<file path="src/hdl/kme_pkg.sv">
// Shared types and constants for the keyer macro expander.
`default_nettype none
package kme_pkg;

   localparam int CALL_MAX      = 8;
   localparam int CHAR_BITS     = 8;
   localparam int CALL_BITS     = CALL_MAX * CHAR_BITS;
   localparam int LEN_BITS      = 4;
   localparam int IDX_BITS      = 3;
   localparam int DEC_DIGITS    = 5;
   localparam int BCD_BITS      = DEC_DIGITS * 4;
   localparam int BCD_PAD_BITS  = 32;
   localparam int KIND_BITS     = 3;
   localparam int VALUE_BITS    = 16;
   localparam int ACCUM_BITS    = 16;
   localparam int REQ_DATA_BITS = 8;
   localparam int RSP_DATA_BITS = 16;
   localparam int CSR_ADDR_BITS = 1;
   localparam int CSR_DATA_BITS = 64;

   localparam logic [CSR_ADDR_BITS-1:0] REG_CALL_CHARS = 1'd0;
   localparam logic [CSR_ADDR_BITS-1:0] REG_CALL_LEN   = 1'd1;

   localparam logic [CHAR_BITS-1:0] CH_DOLLAR  = 8'h24;
   localparam logic [CHAR_BITS-1:0] CH_STAR    = 8'h2A;
   localparam logic [CHAR_BITS-1:0] CH_PLUS    = 8'h2B;
   localparam logic [CHAR_BITS-1:0] CH_MINUS   = 8'h2D;
   localparam logic [CHAR_BITS-1:0] CH_ZERO    = 8'h30;
   localparam logic [CHAR_BITS-1:0] CH_NINE    = 8'h39;
   localparam logic [CHAR_BITS-1:0] CH_UPPER_A = 8'h41;
   localparam logic [CHAR_BITS-1:0] CH_UPPER_Z = 8'h5A;
   localparam logic [CHAR_BITS-1:0] CH_LOWER_A = 8'h61;
   localparam logic [CHAR_BITS-1:0] CH_LOWER_Z = 8'h7A;
   localparam logic [CHAR_BITS-1:0] CH_C       = 8'h43;
   localparam logic [CHAR_BITS-1:0] CH_N       = 8'h4E;
   localparam logic [CHAR_BITS-1:0] CH_P       = 8'h50;
   localparam logic [CHAR_BITS-1:0] CH_R       = 8'h52;
   localparam logic [CHAR_BITS-1:0] CH_S       = 8'h53;
   localparam logic [CHAR_BITS-1:0] CASE_GAP   = 8'h20;

   typedef enum logic [KIND_BITS-1:0] {
      EV_CHAR, EV_SPEED, EV_WAIT, EV_PSTART, EV_PEND
   } event_kind_type;

   typedef enum logic [2:0] {
      MODE_IDLE, MODE_DOLLAR, MODE_NPEND, MODE_SDIG, MODE_PDIG, MODE_PRO1, MODE_PRO2
   } parse_mode_type;

   typedef enum logic [2:0] {
      ST_IDLE, ST_DECODE, ST_CONV, ST_PRE, ST_TAIL0, ST_TAIL1
   } ctrl_state_type;

   typedef enum logic [1:0] {PRE_NONE, PRE_SINGLE, PRE_CALL, PRE_DEC} pre_type;
   typedef enum logic [1:0] {TAIL_NONE, TAIL_CHAR, TAIL_PSTART} tail_type;
   typedef enum logic [1:0] {SER_HOLD, SER_INC, SER_DEC} serial_op_type;
   typedef enum logic {CONV_SERIAL, CONV_PREV} conv_src_type;
   typedef enum logic [1:0] {ACC_HOLD, ACC_CLEAR, ACC_SHIFT} accum_op_type;
   typedef enum logic [2:0] {
      VAL_ZERO, VAL_ACCUM8, VAL_ACCUM16, VAL_CHAR, VAL_CALL, VAL_DIGIT
   } value_src_type;

   typedef struct packed {
      logic           capture;
      serial_op_type  serial_op;
      logic           conv_start;
      conv_src_type   conv_src;
      accum_op_type   accum_op;
      logic           idx_clear;
      logic           emit;
      event_kind_type kind;
      value_src_type  vsrc;
      logic           run_end;
   } dp_cmd_type;

   typedef struct packed {
      logic last;
      logic is_dollar;
      logic is_star;
      logic is_digit;
      logic is_alpha;
      logic is_plus;
      logic is_minus;
      logic cmd_c;
      logic cmd_n;
      logic cmd_s;
      logic cmd_p;
      logic cmd_r;
      logic digit_seen;
      logic call_empty;
      logic call_last;
      logic conv_done;
      logic dec_last;
      logic out_free;
   } dp_status_type;

endpackage
`default_nettype wire

</file>
<file path="src/hdl/kme_datapath.sv">
// Datapath: character capture, serial number, digit accumulator, decimal conversion, output.
`default_nettype none
module kme_datapath #(
   parameter int CALL_LEN    = 8,
   parameter int SERIAL_BITS = 16
) (
   input  wire                                     clock,
   input  wire                                     reset,
   input  wire  [kme_pkg::REQ_DATA_BITS-1:0]       req_tdata,
   input  wire                                     req_tlast,
   output logic                                    rsp_tvalid,
   input  wire                                     rsp_tready,
   output logic [kme_pkg::RSP_DATA_BITS-1:0]       rsp_tdata,
   output logic [kme_pkg::KIND_BITS-1:0]           rsp_tuser,
   output logic                                    rsp_tlast,
   input  wire                                     csr_we,
   input  wire  [kme_pkg::CSR_ADDR_BITS-1:0]       csr_addr,
   input  wire  [kme_pkg::CSR_DATA_BITS-1:0]       csr_wdata,
   input  kme_pkg::dp_cmd_type                     cmd,
   output kme_pkg::dp_status_type                  status
);
   import kme_pkg::*;

   localparam int CNT_BITS = $clog2(SERIAL_BITS + 1);

   logic [CHAR_BITS-1:0]        char_ff, char_in;
   logic                        last_ff, last_in;
   logic [CALL_LEN*8-1:0]       call_ff, call_in;
   logic [LEN_BITS-1:0]         len_ff, len_in;
   logic [SERIAL_BITS-1:0]      serial_ff, serial_in;
   logic [ACCUM_BITS-1:0]       accum_ff, accum_in;
   logic                        seen_ff, seen_in;
   logic [IDX_BITS-1:0]         idx_ff, idx_in;
   logic [SERIAL_BITS-1:0]      bin_ff, bin_in;
   logic [BCD_BITS-1:0]         bcd_ff, bcd_in;
   logic [CNT_BITS-1:0]         cnt_ff, cnt_in;
   logic                        out_valid_ff, out_valid_in;
   logic [KIND_BITS-1:0]        out_kind_ff, out_kind_in;
   logic [VALUE_BITS-1:0]       out_value_ff, out_value_in;
   logic                        out_last_ff, out_last_in;

   logic [CHAR_BITS-1:0]        folded;
   logic                        is_lower;
   logic                        is_upper;
   logic [SERIAL_BITS-1:0]      serial_prev;
   logic [BCD_BITS-1:0]         bcd_adj;
   logic [IDX_BITS-1:0]         ndig;
   logic [IDX_BITS-1:0]         idx_next;
   logic [IDX_BITS-1:0]         dig_pos;
   logic [BCD_PAD_BITS-1:0]     bcd_pad;
   logic [3:0]                  digit;
   logic [CALL_BITS-1:0]        call_pad;
   logic [CHAR_BITS-1:0]        call_byte;
   logic [LEN_BITS-1:0]         call_n;
   logic                        out_free;
   logic                        idx_step;

   assign is_lower = char_ff inside {[CH_LOWER_A:CH_LOWER_Z]};
   assign is_upper = char_ff inside {[CH_UPPER_A:CH_UPPER_Z]};
   assign folded   = is_lower ? char_ff - CASE_GAP : char_ff;

   assign serial_prev = (serial_ff > SERIAL_BITS'(1)) ? serial_ff - SERIAL_BITS'(1)
                                                      : SERIAL_BITS'(1);

   assign call_n    = (len_ff > LEN_BITS'(CALL_LEN)) ? LEN_BITS'(CALL_LEN) : len_ff;
   assign call_pad  = CALL_BITS'(call_ff);
   assign call_byte = call_pad[idx_ff*CHAR_BITS +: CHAR_BITS];
   assign idx_next  = idx_ff + IDX_BITS'(1);

   always_comb begin
      ndig = IDX_BITS'(1);
      for (int i = 1; i < DEC_DIGITS; i++) begin
         if (bcd_ff[i*4 +: 4] != 4'd0) begin
            ndig = IDX_BITS'(i + 1);
         end
      end
   end

   assign dig_pos = ndig - IDX_BITS'(1) - idx_ff;
   assign bcd_pad = BCD_PAD_BITS'(bcd_ff);
   assign digit   = bcd_pad[dig_pos*4 +: 4];

   always_comb begin
      for (int i = 0; i < DEC_DIGITS; i++) begin
         bcd_adj[i*4 +: 4] = (bcd_ff[i*4 +: 4] >= 4'd5) ? bcd_ff[i*4 +: 4] + 4'd3
                                                      : bcd_ff[i*4 +: 4];
      end
   end

   assign out_free = !out_valid_ff || rsp_tready;
   assign idx_step = cmd.emit && (cmd.vsrc == VAL_CALL || cmd.vsrc == VAL_DIGIT);

   always_comb begin
      char_in   = cmd.capture ? req_tdata : char_ff;
      last_in   = cmd.capture ? req_tlast : last_ff;
      call_in   = call_ff;
      len_in    = len_ff;
      if (csr_we) begin
         case (csr_addr)
            REG_CALL_CHARS: call_in = csr_wdata[CALL_LEN*8-1:0];
            REG_CALL_LEN:   len_in  = csr_wdata[LEN_BITS-1:0];
            default:        call_in = call_ff;
         endcase
      end

      serial_in = serial_ff;
      case (cmd.serial_op)
         SER_INC: begin
            if (serial_ff != {SERIAL_BITS{1'b1}}) serial_in = serial_ff + SERIAL_BITS'(1);
         end
         SER_DEC: begin
            if (serial_ff > SERIAL_BITS'(1)) serial_in = serial_ff - SERIAL_BITS'(1);
         end
         default: serial_in = serial_ff;
      endcase

      accum_in = accum_ff;
      seen_in  = seen_ff;
      case (cmd.accum_op)
         ACC_CLEAR: begin
            accum_in = '0;
            seen_in  = 1'b0;
         end
         ACC_SHIFT: begin
            accum_in = (accum_ff << 3) + (accum_ff << 1)
                     + ACCUM_BITS'(char_ff - CH_ZERO);
            seen_in  = 1'b1;
         end
         default: accum_in = accum_ff;
      endcase

      if (cmd.idx_clear) begin
         idx_in = '0;
      end else if (idx_step) begin
         idx_in = idx_next;
      end else begin
         idx_in = idx_ff;
      end

      bin_in = bin_ff;
      bcd_in = bcd_ff;
      cnt_in = cnt_ff;
      if (cmd.conv_start) begin
         bin_in = (cmd.conv_src == CONV_PREV) ? serial_prev : serial_ff;
         bcd_in = '0;
         cnt_in = CNT_BITS'(SERIAL_BITS);
      end else if (cnt_ff != '0) begin
         bin_in = bin_ff << 1;
         bcd_in = {bcd_adj[BCD_BITS-2:0], bin_ff[SERIAL_BITS-1]};
         cnt_in = cnt_ff - CNT_BITS'(1);
      end

      out_valid_in = out_valid_ff && !rsp_tready;
      out_kind_in  = out_kind_ff;
      out_value_in = out_value_ff;
      out_last_in  = out_last_ff;
      if (cmd.emit) begin
         out_valid_in = 1'b1;
         out_kind_in  = cmd.kind;
         out_last_in  = cmd.run_end;
         case (cmd.vsrc)
            VAL_ACCUM8:  out_value_in = VALUE_BITS'(accum_ff[7:0]);
            VAL_ACCUM16: out_value_in = VALUE_BITS'(accum_ff);
            VAL_CHAR:    out_value_in = VALUE_BITS'(char_ff);
            VAL_CALL:    out_value_in = VALUE_BITS'(call_byte);
            VAL_DIGIT:   out_value_in = VALUE_BITS'(CH_ZERO | CHAR_BITS'(digit));
            default:     out_value_in = '0;
         endcase
      end
   end

   always_ff @(posedge clock) begin
      char_ff      <= char_in;
      last_ff      <= last_in;
      idx_ff       <= idx_in;
      bin_ff       <= bin_in;
      bcd_ff       <= bcd_in;
      out_kind_ff  <= out_kind_in;
      out_value_ff <= out_value_in;
      out_last_ff  <= out_last_in;
      if (reset) begin
         call_ff      <= '0;
         len_ff       <= '0;
         serial_ff    <= SERIAL_BITS'(1);
         accum_ff     <= '0;
         seen_ff      <= 1'b0;
         cnt_ff       <= '0;
         out_valid_ff <= 1'b0;
      end else begin
         call_ff      <= call_in;
         len_ff       <= len_in;
         serial_ff    <= serial_in;
         accum_ff     <= accum_in;
         seen_ff      <= seen_in;
         cnt_ff       <= cnt_in;
         out_valid_ff <= out_valid_in;
      end
   end

   always_comb begin
      status.last       = last_ff;
      status.is_dollar  = (char_ff == CH_DOLLAR);
      status.is_star    = (char_ff == CH_STAR);
      status.is_digit   = char_ff inside {[CH_ZERO:CH_NINE]};
      status.is_alpha   = is_lower || is_upper;
      status.is_plus    = (char_ff == CH_PLUS);
      status.is_minus   = (char_ff == CH_MINUS);
      status.cmd_c      = (folded == CH_C);
      status.cmd_n      = (folded == CH_N);
      status.cmd_s      = (folded == CH_S);
      status.cmd_p      = (folded == CH_P);
      status.cmd_r      = (folded == CH_R);
      status.digit_seen = seen_ff;
      status.call_empty = (call_n == '0);
      status.call_last  = ({1'b0, idx_ff} + LEN_BITS'(1)) == call_n;
      status.conv_done  = (cnt_ff == '0);
      status.dec_last   = (idx_next == ndig);
      status.out_free   = out_free;
   end

   assign rsp_tvalid = out_valid_ff;
   assign rsp_tdata  = out_value_ff;
   assign rsp_tuser  = out_kind_ff;
   assign rsp_tlast  = out_last_ff;

endmodule
`default_nettype wire

</file>
<file path="src/hdl/kme_controller.sv">
// Controller: parse mode, decode of each character and sequencing of the events it causes.
`default_nettype none
module kme_controller (
   input  wire                     clock,
   input  wire                     reset,
   input  wire                     req_tvalid,
   output logic                    req_tready,
   input  kme_pkg::dp_status_type  status,
   output kme_pkg::dp_cmd_type     cmd
);
   import kme_pkg::*;

   ctrl_state_type state_ff, state_in;
   parse_mode_type mode_ff, mode_in;
   pre_type        pre_ff, pre_in;
   event_kind_type skind_ff, skind_in;
   value_src_type  ssrc_ff, ssrc_in;
   tail_type       tail_ff, tail_in;
   logic           pend_ff, pend_in;

   tail_type       idle_tail;
   logic           idle_pend;
   parse_mode_type idle_mode;
   logic           tail_empty;

   assign tail_empty = (tail_ff == TAIL_NONE);

   always_comb begin
      if (status.is_dollar) begin
         idle_tail = TAIL_NONE;
         idle_pend = 1'b0;
         idle_mode = status.last ? MODE_IDLE : MODE_DOLLAR;
      end else if (status.is_star) begin
         idle_tail = TAIL_PSTART;
         idle_pend = status.last;
         idle_mode = status.last ? MODE_IDLE : MODE_PRO1;
      end else begin
         idle_tail = TAIL_CHAR;
         idle_pend = 1'b0;
         idle_mode = MODE_IDLE;
      end
   end

   always_comb begin
      state_in   = state_ff;
      mode_in    = mode_ff;
      pre_in     = pre_ff;
      skind_in   = skind_ff;
      ssrc_in    = ssrc_ff;
      tail_in    = tail_ff;
      pend_in    = pend_ff;
      req_tready = 1'b0;
      cmd        = '0;

      case (state_ff)
         ST_IDLE: begin
            req_tready  = 1'b1;
            cmd.capture = req_tvalid;
            if (req_tvalid) state_in = ST_DECODE;
         end
         ST_DECODE: begin
            cmd.idx_clear = 1'b1;
            pre_in   = PRE_NONE;
            skind_in = EV_PEND;
            ssrc_in  = VAL_ZERO;
            tail_in  = TAIL_NONE;
            pend_in  = 1'b0;
            mode_in  = MODE_IDLE;
            case (mode_ff)
               MODE_DOLLAR: begin
                  if (status.cmd_c) begin
                     pre_in = PRE_CALL;
                  end else if (status.cmd_n) begin
                     if (status.last) begin
                        pre_in         = PRE_DEC;
                        cmd.conv_start = 1'b1;
                        cmd.conv_src   = CONV_SERIAL;
                        cmd.serial_op  = SER_INC;
                     end else begin
                        mode_in = MODE_NPEND;
                     end
                  end else if (status.cmd_s || status.cmd_p) begin
                     cmd.accum_op = ACC_CLEAR;
                     if (!status.last) mode_in = status.cmd_s ? MODE_SDIG : MODE_PDIG;
                  end
               end
               MODE_NPEND: begin
                  if (status.is_plus) begin
                     cmd.serial_op = SER_INC;
                  end else if (status.is_minus) begin
                     cmd.serial_op = SER_DEC;
                  end else if (status.cmd_r) begin
                     pre_in         = PRE_DEC;
                     cmd.conv_start = 1'b1;
                     cmd.conv_src   = CONV_PREV;
                  end else begin
                     pre_in         = PRE_DEC;
                     cmd.conv_start = 1'b1;
                     cmd.conv_src   = CONV_SERIAL;
                     cmd.serial_op  = SER_INC;
                     tail_in        = idle_tail;
                     pend_in        = idle_pend;
                     mode_in        = idle_mode;
                  end
               end
               MODE_SDIG, MODE_PDIG: begin
                  if (status.is_digit) cmd.accum_op = ACC_SHIFT;
                  if (status.is_digit && !status.last) begin
                     mode_in = mode_ff;
                  end else begin
                     if (status.is_digit || status.digit_seen) begin
                        pre_in   = PRE_SINGLE;
                        skind_in = (mode_ff == MODE_SDIG) ? EV_SPEED : EV_WAIT;
                        ssrc_in  = (mode_ff == MODE_SDIG) ? VAL_ACCUM8 : VAL_ACCUM16;
                     end
                     if (!status.is_digit) begin
                        tail_in = idle_tail;
                        pend_in = idle_pend;
                        mode_in = idle_mode;
                     end
                  end
               end
               MODE_PRO1: begin
                  tail_in = TAIL_CHAR;
                  pend_in = status.last;
                  mode_in = status.last ? MODE_IDLE : MODE_PRO2;
               end
               MODE_PRO2: begin
                  if (status.is_alpha) begin
                     tail_in = TAIL_CHAR;
                     pend_in = 1'b1;
                  end else begin
                     pre_in  = PRE_SINGLE;
                     tail_in = idle_tail;
                     pend_in = idle_pend;
                     mode_in = idle_mode;
                  end
               end
               default: begin
                  tail_in = idle_tail;
                  pend_in = idle_pend;
                  mode_in = idle_mode;
               end
            endcase
            state_in = (pre_in == PRE_DEC) ? ST_CONV : ST_PRE;
         end
         ST_CONV: begin
            if (status.conv_done) state_in = ST_PRE;
         end
         ST_PRE: begin
            case (pre_ff)
               PRE_SINGLE: begin
                  if (status.out_free) begin
                     cmd.emit    = 1'b1;
                     cmd.kind    = skind_ff;
                     cmd.vsrc    = ssrc_ff;
                     cmd.run_end = tail_empty;
                     state_in    = ST_TAIL0;
                  end
               end
               PRE_CALL: begin
                  if (status.call_empty) begin
                     state_in = ST_TAIL0;
                  end else if (status.out_free) begin
                     cmd.emit    = 1'b1;
                     cmd.kind    = EV_CHAR;
                     cmd.vsrc    = VAL_CALL;
                     cmd.run_end = status.call_last && tail_empty;
                     if (status.call_last) state_in = ST_TAIL0;
                  end
               end
               PRE_DEC: begin
                  if (status.out_free) begin
                     cmd.emit    = 1'b1;
                     cmd.kind    = EV_CHAR;
                     cmd.vsrc    = VAL_DIGIT;
                     cmd.run_end = status.dec_last && tail_empty;
                     if (status.dec_last) state_in = ST_TAIL0;
                  end
               end
               default: state_in = ST_TAIL0;
            endcase
         end
         ST_TAIL0: begin
            if (tail_empty) begin
               state_in = ST_IDLE;
            end else if (status.out_free) begin
               cmd.emit    = 1'b1;
               cmd.kind    = (tail_ff == TAIL_CHAR) ? EV_CHAR : EV_PSTART;
               cmd.vsrc    = (tail_ff == TAIL_CHAR) ? VAL_CHAR : VAL_ZERO;
               cmd.run_end = !pend_ff;
               state_in    = pend_ff ? ST_TAIL1 : ST_IDLE;
            end
         end
         ST_TAIL1: begin
            if (status.out_free) begin
               cmd.emit    = 1'b1;
               cmd.kind    = EV_PEND;
               cmd.vsrc    = VAL_ZERO;
               cmd.run_end = 1'b1;
               state_in    = ST_IDLE;
            end
         end
         default: state_in = ST_IDLE;
      endcase
   end

   always_ff @(posedge clock) begin
      pre_ff   <= pre_in;
      skind_ff <= skind_in;
      ssrc_ff  <= ssrc_in;
      tail_ff  <= tail_in;
      pend_ff  <= pend_in;
      if (reset) begin
         state_ff <= ST_IDLE;
         mode_ff  <= MODE_IDLE;
      end else begin
         state_ff <= state_in;
         mode_ff  <= mode_in;
      end
   end

endmodule
`default_nettype wire

</file>
<file path="src/hdl/keyer_macro_expander_unit.sv">
// Keyer macro expander top level: controller and datapath.
// A transfer is accepted when idle and decoded in the next cycle; a prefix and a tail stage follow.
// Each stage sends its events one per cycle while the receiver accepts them; receiver stalls
// hold any stage that is sending, and a prosign end event follows the tail when one is pending.
// $N and $NR first run a shift-and-add-3 conversion of the serial number to BCD.
// Synchronous reset clears the callsign registers, parse mode, state and output valid and sets the serial to 1.
`default_nettype none
module keyer_macro_expander_unit #(
   parameter int CALL_LEN    = 8,
   parameter int SERIAL_BITS = 16
) (
   input  wire                                clock,
   input  wire                                reset,
   input  wire                                req_tvalid,
   output logic                               req_tready,
   input  wire  [kme_pkg::REQ_DATA_BITS-1:0]  req_tdata,   // char_code
   input  wire                                req_tlast,   // last_char
   output logic                               rsp_tvalid,
   input  wire                                rsp_tready,
   output logic [kme_pkg::RSP_DATA_BITS-1:0]  rsp_tdata,   // event_value
   output logic [kme_pkg::KIND_BITS-1:0]      rsp_tuser,   // event_kind
   output logic                               rsp_tlast,   // run_end
   input  wire                                csr_we,
   input  wire  [kme_pkg::CSR_ADDR_BITS-1:0]  csr_addr,
   input  wire  [kme_pkg::CSR_DATA_BITS-1:0]  csr_wdata
);
   import kme_pkg::*;

   dp_cmd_type    cmd;
   dp_status_type status;

   kme_controller u_controller (
      .clock      (clock),
      .reset      (reset),
      .req_tvalid (req_tvalid),
      .req_tready (req_tready),
      .status     (status),
      .cmd        (cmd)
   );

   kme_datapath #(
      .CALL_LEN    (CALL_LEN),
      .SERIAL_BITS (SERIAL_BITS)
   ) u_datapath (
      .clock      (clock),
      .reset      (reset),
      .req_tdata  (req_tdata),
      .req_tlast  (req_tlast),
      .rsp_tvalid (rsp_tvalid),
      .rsp_tready (rsp_tready),
      .rsp_tdata  (rsp_tdata),
      .rsp_tuser  (rsp_tuser),
      .rsp_tlast  (rsp_tlast),
      .csr_we     (csr_we),
      .csr_addr   (csr_addr),
      .csr_wdata  (csr_wdata),
      .cmd        (cmd),
      .status     (status)
   );

endmodule
`default_nettype wire
</file>
<file path="config.mk">
export PLATFORM = sky130hd
export DESIGN_NAME = keyer_macro_expander_unit
export DESIGN_NICKNAME = d
export VERILOG_FILES = /design/src/hdl/kme_pkg.sv /design/src/hdl/kme_datapath.sv /design/src/hdl/kme_controller.sv /design/src/hdl/keyer_macro_expander_unit.sv
export SDC_FILE = /design/constraint.sdc
export NUM_CORES = 1
export LEC_CHECK = 0
export BUFFER_PORTS_ARGS = -buffer_cell sky130_fd_sc_hd__buf_2
export CAP_MARGIN = 20
export CORE_MARGIN = 1
export CORE_UTILIZATION = 40
export DETAILED_ROUTE_END_ITERATION = 6
export GPL_ROUTABILITY_DRIVEN = 0
export MAX_ROUTING_LAYER = met4
export PLACE_DENSITY = 0.6
export SLEW_MARGIN = 20
export SYNTH_ARGS = -nofsm -noshare
export SYNTH_HDL_FRONTEND = slang
export SYNTH_SLANG_ARGS = --single-unit
export TNS_END_PERCENT = 100
</file>
<file path="constraint.sdc">
create_clock -name clock -period 7.9 [get_ports clock]
set_input_delay 1.185 -clock clock [delete_from_list [all_inputs] [get_ports clock]]
set_output_delay 1.185 -clock clock [all_outputs]
set_load 0.05 [all_outputs]
</file>
======== Word-level counts from Yosys, hierarchy flattened ========
Index checks and enable logic that the tools add are counted.
operators by class
  add/sub/neg operators ................... 16
  order comparisons ....................... 13
  equality and inequality tests ........... 49
  shift-type cells ........................ 2
  mux-type cells .......................... 114
  bitwise logic cells ..................... 3
  reductions and logical operators ........ 37
operators by type and width
  operator                                                                           number
  16-bit two-way mux                                                                 6
  3-bit two-way mux                                                                  32
  16-bit one-hot mux with 5 select lines                                             1
  8-bit two-way mux                                                                  8
  16-bit one-hot mux with 2 select lines                                             2
  64-bit by 7-bit variable part select with 8-bit output                             1
  2-bit two-way mux                                                                  27
  8-bit one-hot mux with 3 select lines                                              2
  8-bit by 7-bit equality test with 1-bit output (second input constant)             5
  16-bit adder                                                                       2
  8-bit by 6-bit equality test with 1-bit output (second input constant)             4
  32-bit by 6-bit variable part select with 4-bit output                             1
  3-bit equality test (second input constant)                                        7
  4-bit by 3-bit >= comparator with 1-bit output (second input constant)             5
  4-bit two-way mux                                                                  5
  3-bit by 2-bit equality test with 1-bit output (second input constant)             6
  1-bit two-way mux                                                                  18
  3-bit one-hot mux with 6 select lines                                              1
  16-bit by 1-bit adder with 16-bit output (second input constant)                   1
  4-bit by 2-bit adder with 4-bit output (second input constant)                     4
  8-bit by 7-bit >= comparator with 1-bit output (second input constant)             2
  16-bit by 1-bit greater-than comparator with 1-bit output (second input constant)  1
  8-bit by 7-bit <= comparator with 1-bit output (second input constant)             2
  16-bit inequality test (second input constant)                                     1
  other kinds (49)                                                                   90
word-level totals
  bits in registers ....................... 192
  bits of input ports ..................... 79
  logic and storage cells ................. 257

======== Depth between registers and ports, before layout ========
  depth after elaboration ................. 13
  depth in mapped cells ................... 14
  mapped depth without buffers ............ 13

======== Cells and area by module ========
Synthesis repeated with hierarchy kept, for this count alone.
second synthesis, totals
  cells, all modules ...................... 1280
  area total of the unflattened synthesis .. 11005.6 um2
modules (own cells, without submodules)
  module          times used  cells an instance  area an instance (um2)  seq. area each (um2)
  kme_datapath    1           1128               9841.9                  3953.8
  kme_controller  1           152                1163.6                  360.3

======== Worst setup path before layout ========
Ideal clock, no wire load.
  kind .................................... reg2reg
  start ................................... reg u_datapath.char_ff[6]
  end ..................................... reg u_datapath.bin_ff[0], enable pin
  library setup time ...................... 0.411 ns
  arrival ................................. 3.544 ns
  slack ................................... 3.944 ns
  cell stages (with the launch flop) ...... 9
  buffers on the path ..................... 1
  path through ............................ edfxtp_1 > clkbuf_1 > inv_1 > ha_1 > or3b_2 > mux2i_2 > or4b_4 > and2_1 > o21ai_0
between the ends
  cells in the longest elaborated chain, start to end .. 9
ends and longest elaborated chain
  item                                                                                                              line                  RTL
  from (decl)                                                                                                       kme_datapath.sv:26    logic [CHAR_BITS-1:0] char_ff, char_in;
  from (signal assigned)                                                                                            kme_datapath.sv:173   char_ff <= char_in;
  8-bit by 7-bit >= comparator with 1-bit output or 8-bit by 7-bit <= comparator with 1-bit output (tied branches)  kme_datapath.sv:58    assign is_lower = char_ff inside {[CH_LOWER_A:CH_LOWER_Z]};
  1-bit logical AND                                                                                                 kme_datapath.sv:58
  8-bit two-way mux                                                                                                 kme_datapath.sv:60    assign folded = is_lower ? char_ff - CASE_GAP : char_ff;
  8-bit by 7-bit equality test with 1-bit output                                                                    kme_datapath.sv:209   status.cmd_n = (folded == CH_N);
  3-bit two-way mux                                                                                                 kme_controller.sv:73  end else if (status.cmd_n) begin
  6-bit two-way mux                                                                                                 kme_controller.sv:71  if (status.cmd_c) begin
  4-bit one-hot mux with 2 select lines *                                                                           kme_controller.sv:69  case (mode_ff)
  7-bit two-way mux *                                                                                               kme_controller.sv:55  case (state_ff)
  2-bit nonzero test (no source line) *                                                                             -
  to (signal assigned)                                                                                              kme_datapath.sv:176   bin_ff <= bin_in;
  to (decl)                                                                                                         kme_datapath.sv:34    logic [SERIAL_BITS-1:0] bin_ff, bin_in;
Mark *: on every way between the ends. The rest lies on a longest branch, timed or not.
A chain may end at the register's enable or synchronous reset.

======== Final worst setup path ========
  start ................................... reg u_datapath.char_ff[4]
  end ..................................... reg u_datapath.serial_ff[4]
between the ends
  cells in the longest elaborated chain, start to end .. 12
ends and longest elaborated chain
  item                                                                                                              line                  RTL
  8-bit by 7-bit >= comparator with 1-bit output or 8-bit by 7-bit <= comparator with 1-bit output (tied branches)  kme_datapath.sv:58
  1-bit logical AND                                                                                                 kme_datapath.sv:58
  8-bit two-way mux                                                                                                 kme_datapath.sv:60
  8-bit by 7-bit equality test with 1-bit output                                                                    kme_datapath.sv:212   status.cmd_r = (folded == CH_R);
  1-bit two-way mux                                                                                                 kme_controller.sv:92  end else if (status.cmd_r) begin
  2-bit two-way mux                                                                                                 kme_controller.sv:90  end else if (status.is_minus) begin
  2-bit two-way mux                                                                                                 kme_controller.sv:88  if (status.is_plus) begin
  4-bit one-hot mux with 2 select lines *                                                                           kme_controller.sv:69
  7-bit two-way mux *                                                                                               kme_controller.sv:55
  2-bit equality test or 2-bit by 1-bit equality test with 1-bit output (tied branches)                             kme_datapath.sv:107   case (cmd.serial_op)
  2-bit by 1-bit inequality test with 1-bit output (no source line) or 2-bit nonzero test (tied branches)           -
  3-bit AND reduction (no source line)                                                                              -
  to (signal assigned)                                                                                              kme_datapath.sv:192   serial_ff <= serial_in;
  to (decl)                                                                                                         kme_datapath.sv:30    logic [SERIAL_BITS-1:0] serial_ff, serial_in;
Marks and branches as above.

==> results.sh <==
export IMPL_setup_worst_path_class="reg -> reg"
export IMPL_drive_gt1_share_pct=14.3
export IMPL_cts_made_buffers=17
export IMPL_detail_route_iter0_violations=692
export IMPL_synth_edf_count=53
export IMPL_core_um2=26300
export IMPL_nNetsFinal=1438
export IMPL_path_delay_family="simple AND/OR/NAND/NOR gates"
export IMPL_power_per_cell_area_nw_per_um2=284
export IMPL_p_total_mw=3.44
export IMPL_dominantRegCellSynth="dfxtp_1"
export IMPL_tritoncts_clock_tree="built"
export IMPL_grt_usage_pct=20.3
export IMPL_ys_seq_area_share_pct=39.9
export IMPL_critical_path_startpoint="u_datapath.char_ff[4]"
export IMPL_grt_setup_unrepaired="false"
export IMPL_floorplan_die_height_um=166
export IMPL_floorplan_die_area_um2=27700
export IMPL_critPathLaunchType="register"
export IMPL_initial_core_util_pct=41.2
export IMPL_syn_cell_area_um2=10800
export IMPL_dpl_hpwl_um=18900
export IMPL_required_time_of_the_critical_path_ns=8.24
export IMPL_yosysWarnings=0
export IMPL_grt_overflow_total=0
export IMPL_route_top_layer_used="met4"
export IMPL_fin_tns_setup_ns=0
export IMPL_synth_top_cells_by_area="dfxtp_1 (25%), edfxtp_1 (15%), nand2_1 (6.8%), a21oi_1 (6.8%), ha_1 (4.6%)"
export IMPL_max_stage_delay_ns=0.67
export IMPL_timing_final_hold_violations=0
export IMPL_critPathSlowestCell="nand3_1"
export IMPL_floorplan_rows=59
export IMPL_post_cts_resized_instances=0
export IMPL_min_from="u_datapath.call_ff[15]"
export IMPL_routed_wl_met2_um=11400
export IMPL_outcome="complete, but fails checks"
export IMPL_postSynthRegisterBits=189
export IMPL_grt_max_degree=71
export IMPL_skew_ns=0.0145
export IMPL_clk_latency_ns=0.45
export IMPL_n_fill_cell=2632
export IMPL_timing_hold_worst_class="reg -> reg"
export IMPL_setup_viol=0
export IMPL_clk_pin_slew_ns=0.08
export IMPL_cts_htree_levels=4
export IMPL_crit_path_cell_trace="inv_1 -> ha_1 -> or3b_1 -> nor4_1 -> nand3_1 -> nor2_1 -> a21oi_2 -> a21oi_1 -> mux2_2"
export IMPL_max_freq_mhz=265
export IMPL_clock_path_buffers=2
export IMPL_via_per_inst=5.49
export IMPL_via_count_of_the_first_global_routing_pass=8650
export IMPL_async_flop_share_pct=0
export IMPL_netlist_area_leader_share_pct=25.2
export IMPL_final_slew_violations=0
export IMPL_worstSetupEndpointType="register"
export IMPL_drtPass1Iterations=7
export IMPL_r2r_setup_slk_ns=4.12
export IMPL_fp_dieW_um=166
export IMPL_syn_instance_count=1251
export IMPL_synth_net_count=1384
export IMPL_critical_path_n_buffers_inverters=1
export IMPL_worstMarginPinSlew_ns=0.950
export IMPL_final_cell_utilization_of_the_core_pct=46.1
export IMPL_cp_max_fo=23
export IMPL_failing_checks="DRC"
export IMPL_synth_cell_type_count=81
export IMPL_post_route_drc_count=6
export IMPL_vias=9075
export IMPL_io_buffers=100
export IMPL_ant_nets=0
export IMPL_cp_data_arrival_time_ns=4.12
export IMPL_yosysTopAreaCell="dfxtp_1"
export IMPL_cts_hold_repair_buffers=0
export IMPL_antenna_violations_before_repair=1
export IMPL_wl_met1_um=12800
export IMPL_cts_root_buf="clkbuf_16"
export IMPL_timing_final_crit_share_pct=47.8
export IMPL_avgRoutedWirePerCell_um=15.9
export IMPL_vdd_ir_drop_max_mv=0.136
export IMPL_totalWireLength_um=26300
export IMPL_layout_min_cycle_time_ns=3.78
export IMPL_leakagePower_nw=4.58
export IMPL_first_pass_grt_wire_length_um=44500
export IMPL_route_met3_wl_um=1730
export IMPL_syn_mean_instance_area_um2=8.65
export IMPL_synthToLayoutAreaGrowth_pct=12.0
export IMPL_clock_sinks=189
export IMPL_slew_headroom_pct=36.5
export IMPL_cts_post_setup_buffers_inserted=0
export IMPL_max_cap_violations=0
export IMPL_io_pins=101
export IMPL_worst_flop_to_flop_path_startpoint="u_datapath.char_ff[4]"
worst min-delay path, stage by stage (launching register included):
cell     delay [ns]
dfxtp_1        0.31
nand2_1        0.05
a21oi_1        0.05
layout by cell type (no fill, tap or decap), drive strengths merged, types with 6 or more instances in the layout:
cell type  Yosys  layout
o211ai         7       7
inv           51      60
nor3          25      25
edfxtp        53      53
nand4          9       9
and3           8       8
clkinv         0       6
a22oi         12      12
buf           19     110
o21ai         61      61
nor4          11      11
nor2         116     116
mux4          20      20
xnor2         24      24
a211oi         6       6
fa            14      14
nand2b        18      18
nand3b         9       9
and2          13      13
nand2        195     195
nor3b         10      10
mux2i         14      14
a21oi        148     148
a31oi         15      15
xor2          11      11
nor2b         23      23
nand3         24      24
clkbuf        56      17
ha            40      40
dfxtp        136     136
or3           16      16
cell type report:
class	count	area (µm²)	area share [%]
Antenna cell	1	2.50	0.0206
Clock buffer	17	425	3.51
Clock inverter	15	185	1.53
Inverter	51	191	1.58
Multi-Input combinational cell	936	6000	49.5
Sequential cell	189	4310	35.6
Tap cell	335	419	3.46
Timing Repair Buffer	110	578	4.77
path summary, 6_finish.rpt:
kind                            depth (start not counted)                       to
worst min-delay path                                    2   u_datapath.call_ff[15]
worst max-delay path                                    9  u_datapath.serial_ff[4]
worst min register to register                          2   u_datapath.call_ff[15]
worst max register to register                          9  u_datapath.serial_ff[4]
cells in the mapped netlist (5+ instances only):
cell type	count
and2_1	13
nand2b_1	18
a31oi_2	6
nand2_1	195
buf_2	6
buf_1	7
mux2_2	5
a211oi_1	6
o211ai_1	7
clkbuf_1	56
nor3b_1	10
ha_1	40
nand3b_1	9
or3_1	16
xnor2_1	24
a31oi_1	9
edfxtp_1	53
o21a_1	5
dfxtp_1	136
xor2_1	11
nor4_1	11
inv_1	50
nor2b_1	23
nand3_1	24
or4_1	5
nor2_1	116
nor3_1	24
mux2i_1	13
a21oi_1	146
nand4_1	9
a22oi_1	12
a22o_1	5
fa_1	14
o21ai_0	60
mux4_2	20
and3_1	8
flip-flops by register name (all words and copies together), names as in the netlist:
signal	cells
u_controller.mode_ff	3
u_controller.pend_ff	1
u_controller.pre_ff	2
u_controller.skind_ff	3
u_controller.state_ff	3
u_controller.tail_ff	2
u_datapath.accum_ff	16
u_datapath.bcd_ff	20
u_datapath.bin_ff	16
u_datapath.call_ff	64
u_datapath.char_ff	8
u_datapath.cnt_ff	5
u_datapath.idx_ff	3
u_datapath.last_ff	1
u_datapath.len_ff	4
u_datapath.rsp_tdata	16
u_datapath.rsp_tlast	1
u_datapath.rsp_tuser	3
u_datapath.rsp_tvalid	1
u_datapath.seen_ff	1
u_datapath.serial_ff	16
where the power goes:
part	internal (mW)	switching [mW]	leakage [nW]
Clock	0.435	0.455	0.299
Combinational	0.470	0.703	2.66
Sequential	1.21	0.166	1.62
routing by layer:
layer  vias up  global-route usage (%)
li1       4554                       -
met1      4209                    27.8
met2       281                    29.8
met3        31                    4.49
met4         0                    6.08
met5         -                       -
stage by stage:
step	setup WS [ns]	area (µm²)	instances	hold WS (ns)
2_1_floorplan	3.94	10800	1251	0.433
3_3_place_gp	4.26	11500	1621	0.439
3_5_place_dp	4.18	11500	1621	0.445
4_1_cts	4.15	12100	1653	0.456
5_1_grt	3.76	12100	1654	0.467
6_report	4.12	12100	1654	0.454
cells by family (layout without fill, tap and decap cells):
group           after synthesis  count (layout)  share of synthesized area (%)
compound gates              311             311                           17.6
xor+xnor                     35              35                           2.83
fa+ha+maj                    54              54                           7.21
buf+inv                     126             193                           4.75
flops                       189             189                           39.9
mux                          39              39                           6.01
other cells                   0               1                              0
simple gates                497             497                           21.7
Note: power is estimated with default switching activity, not from simulation.
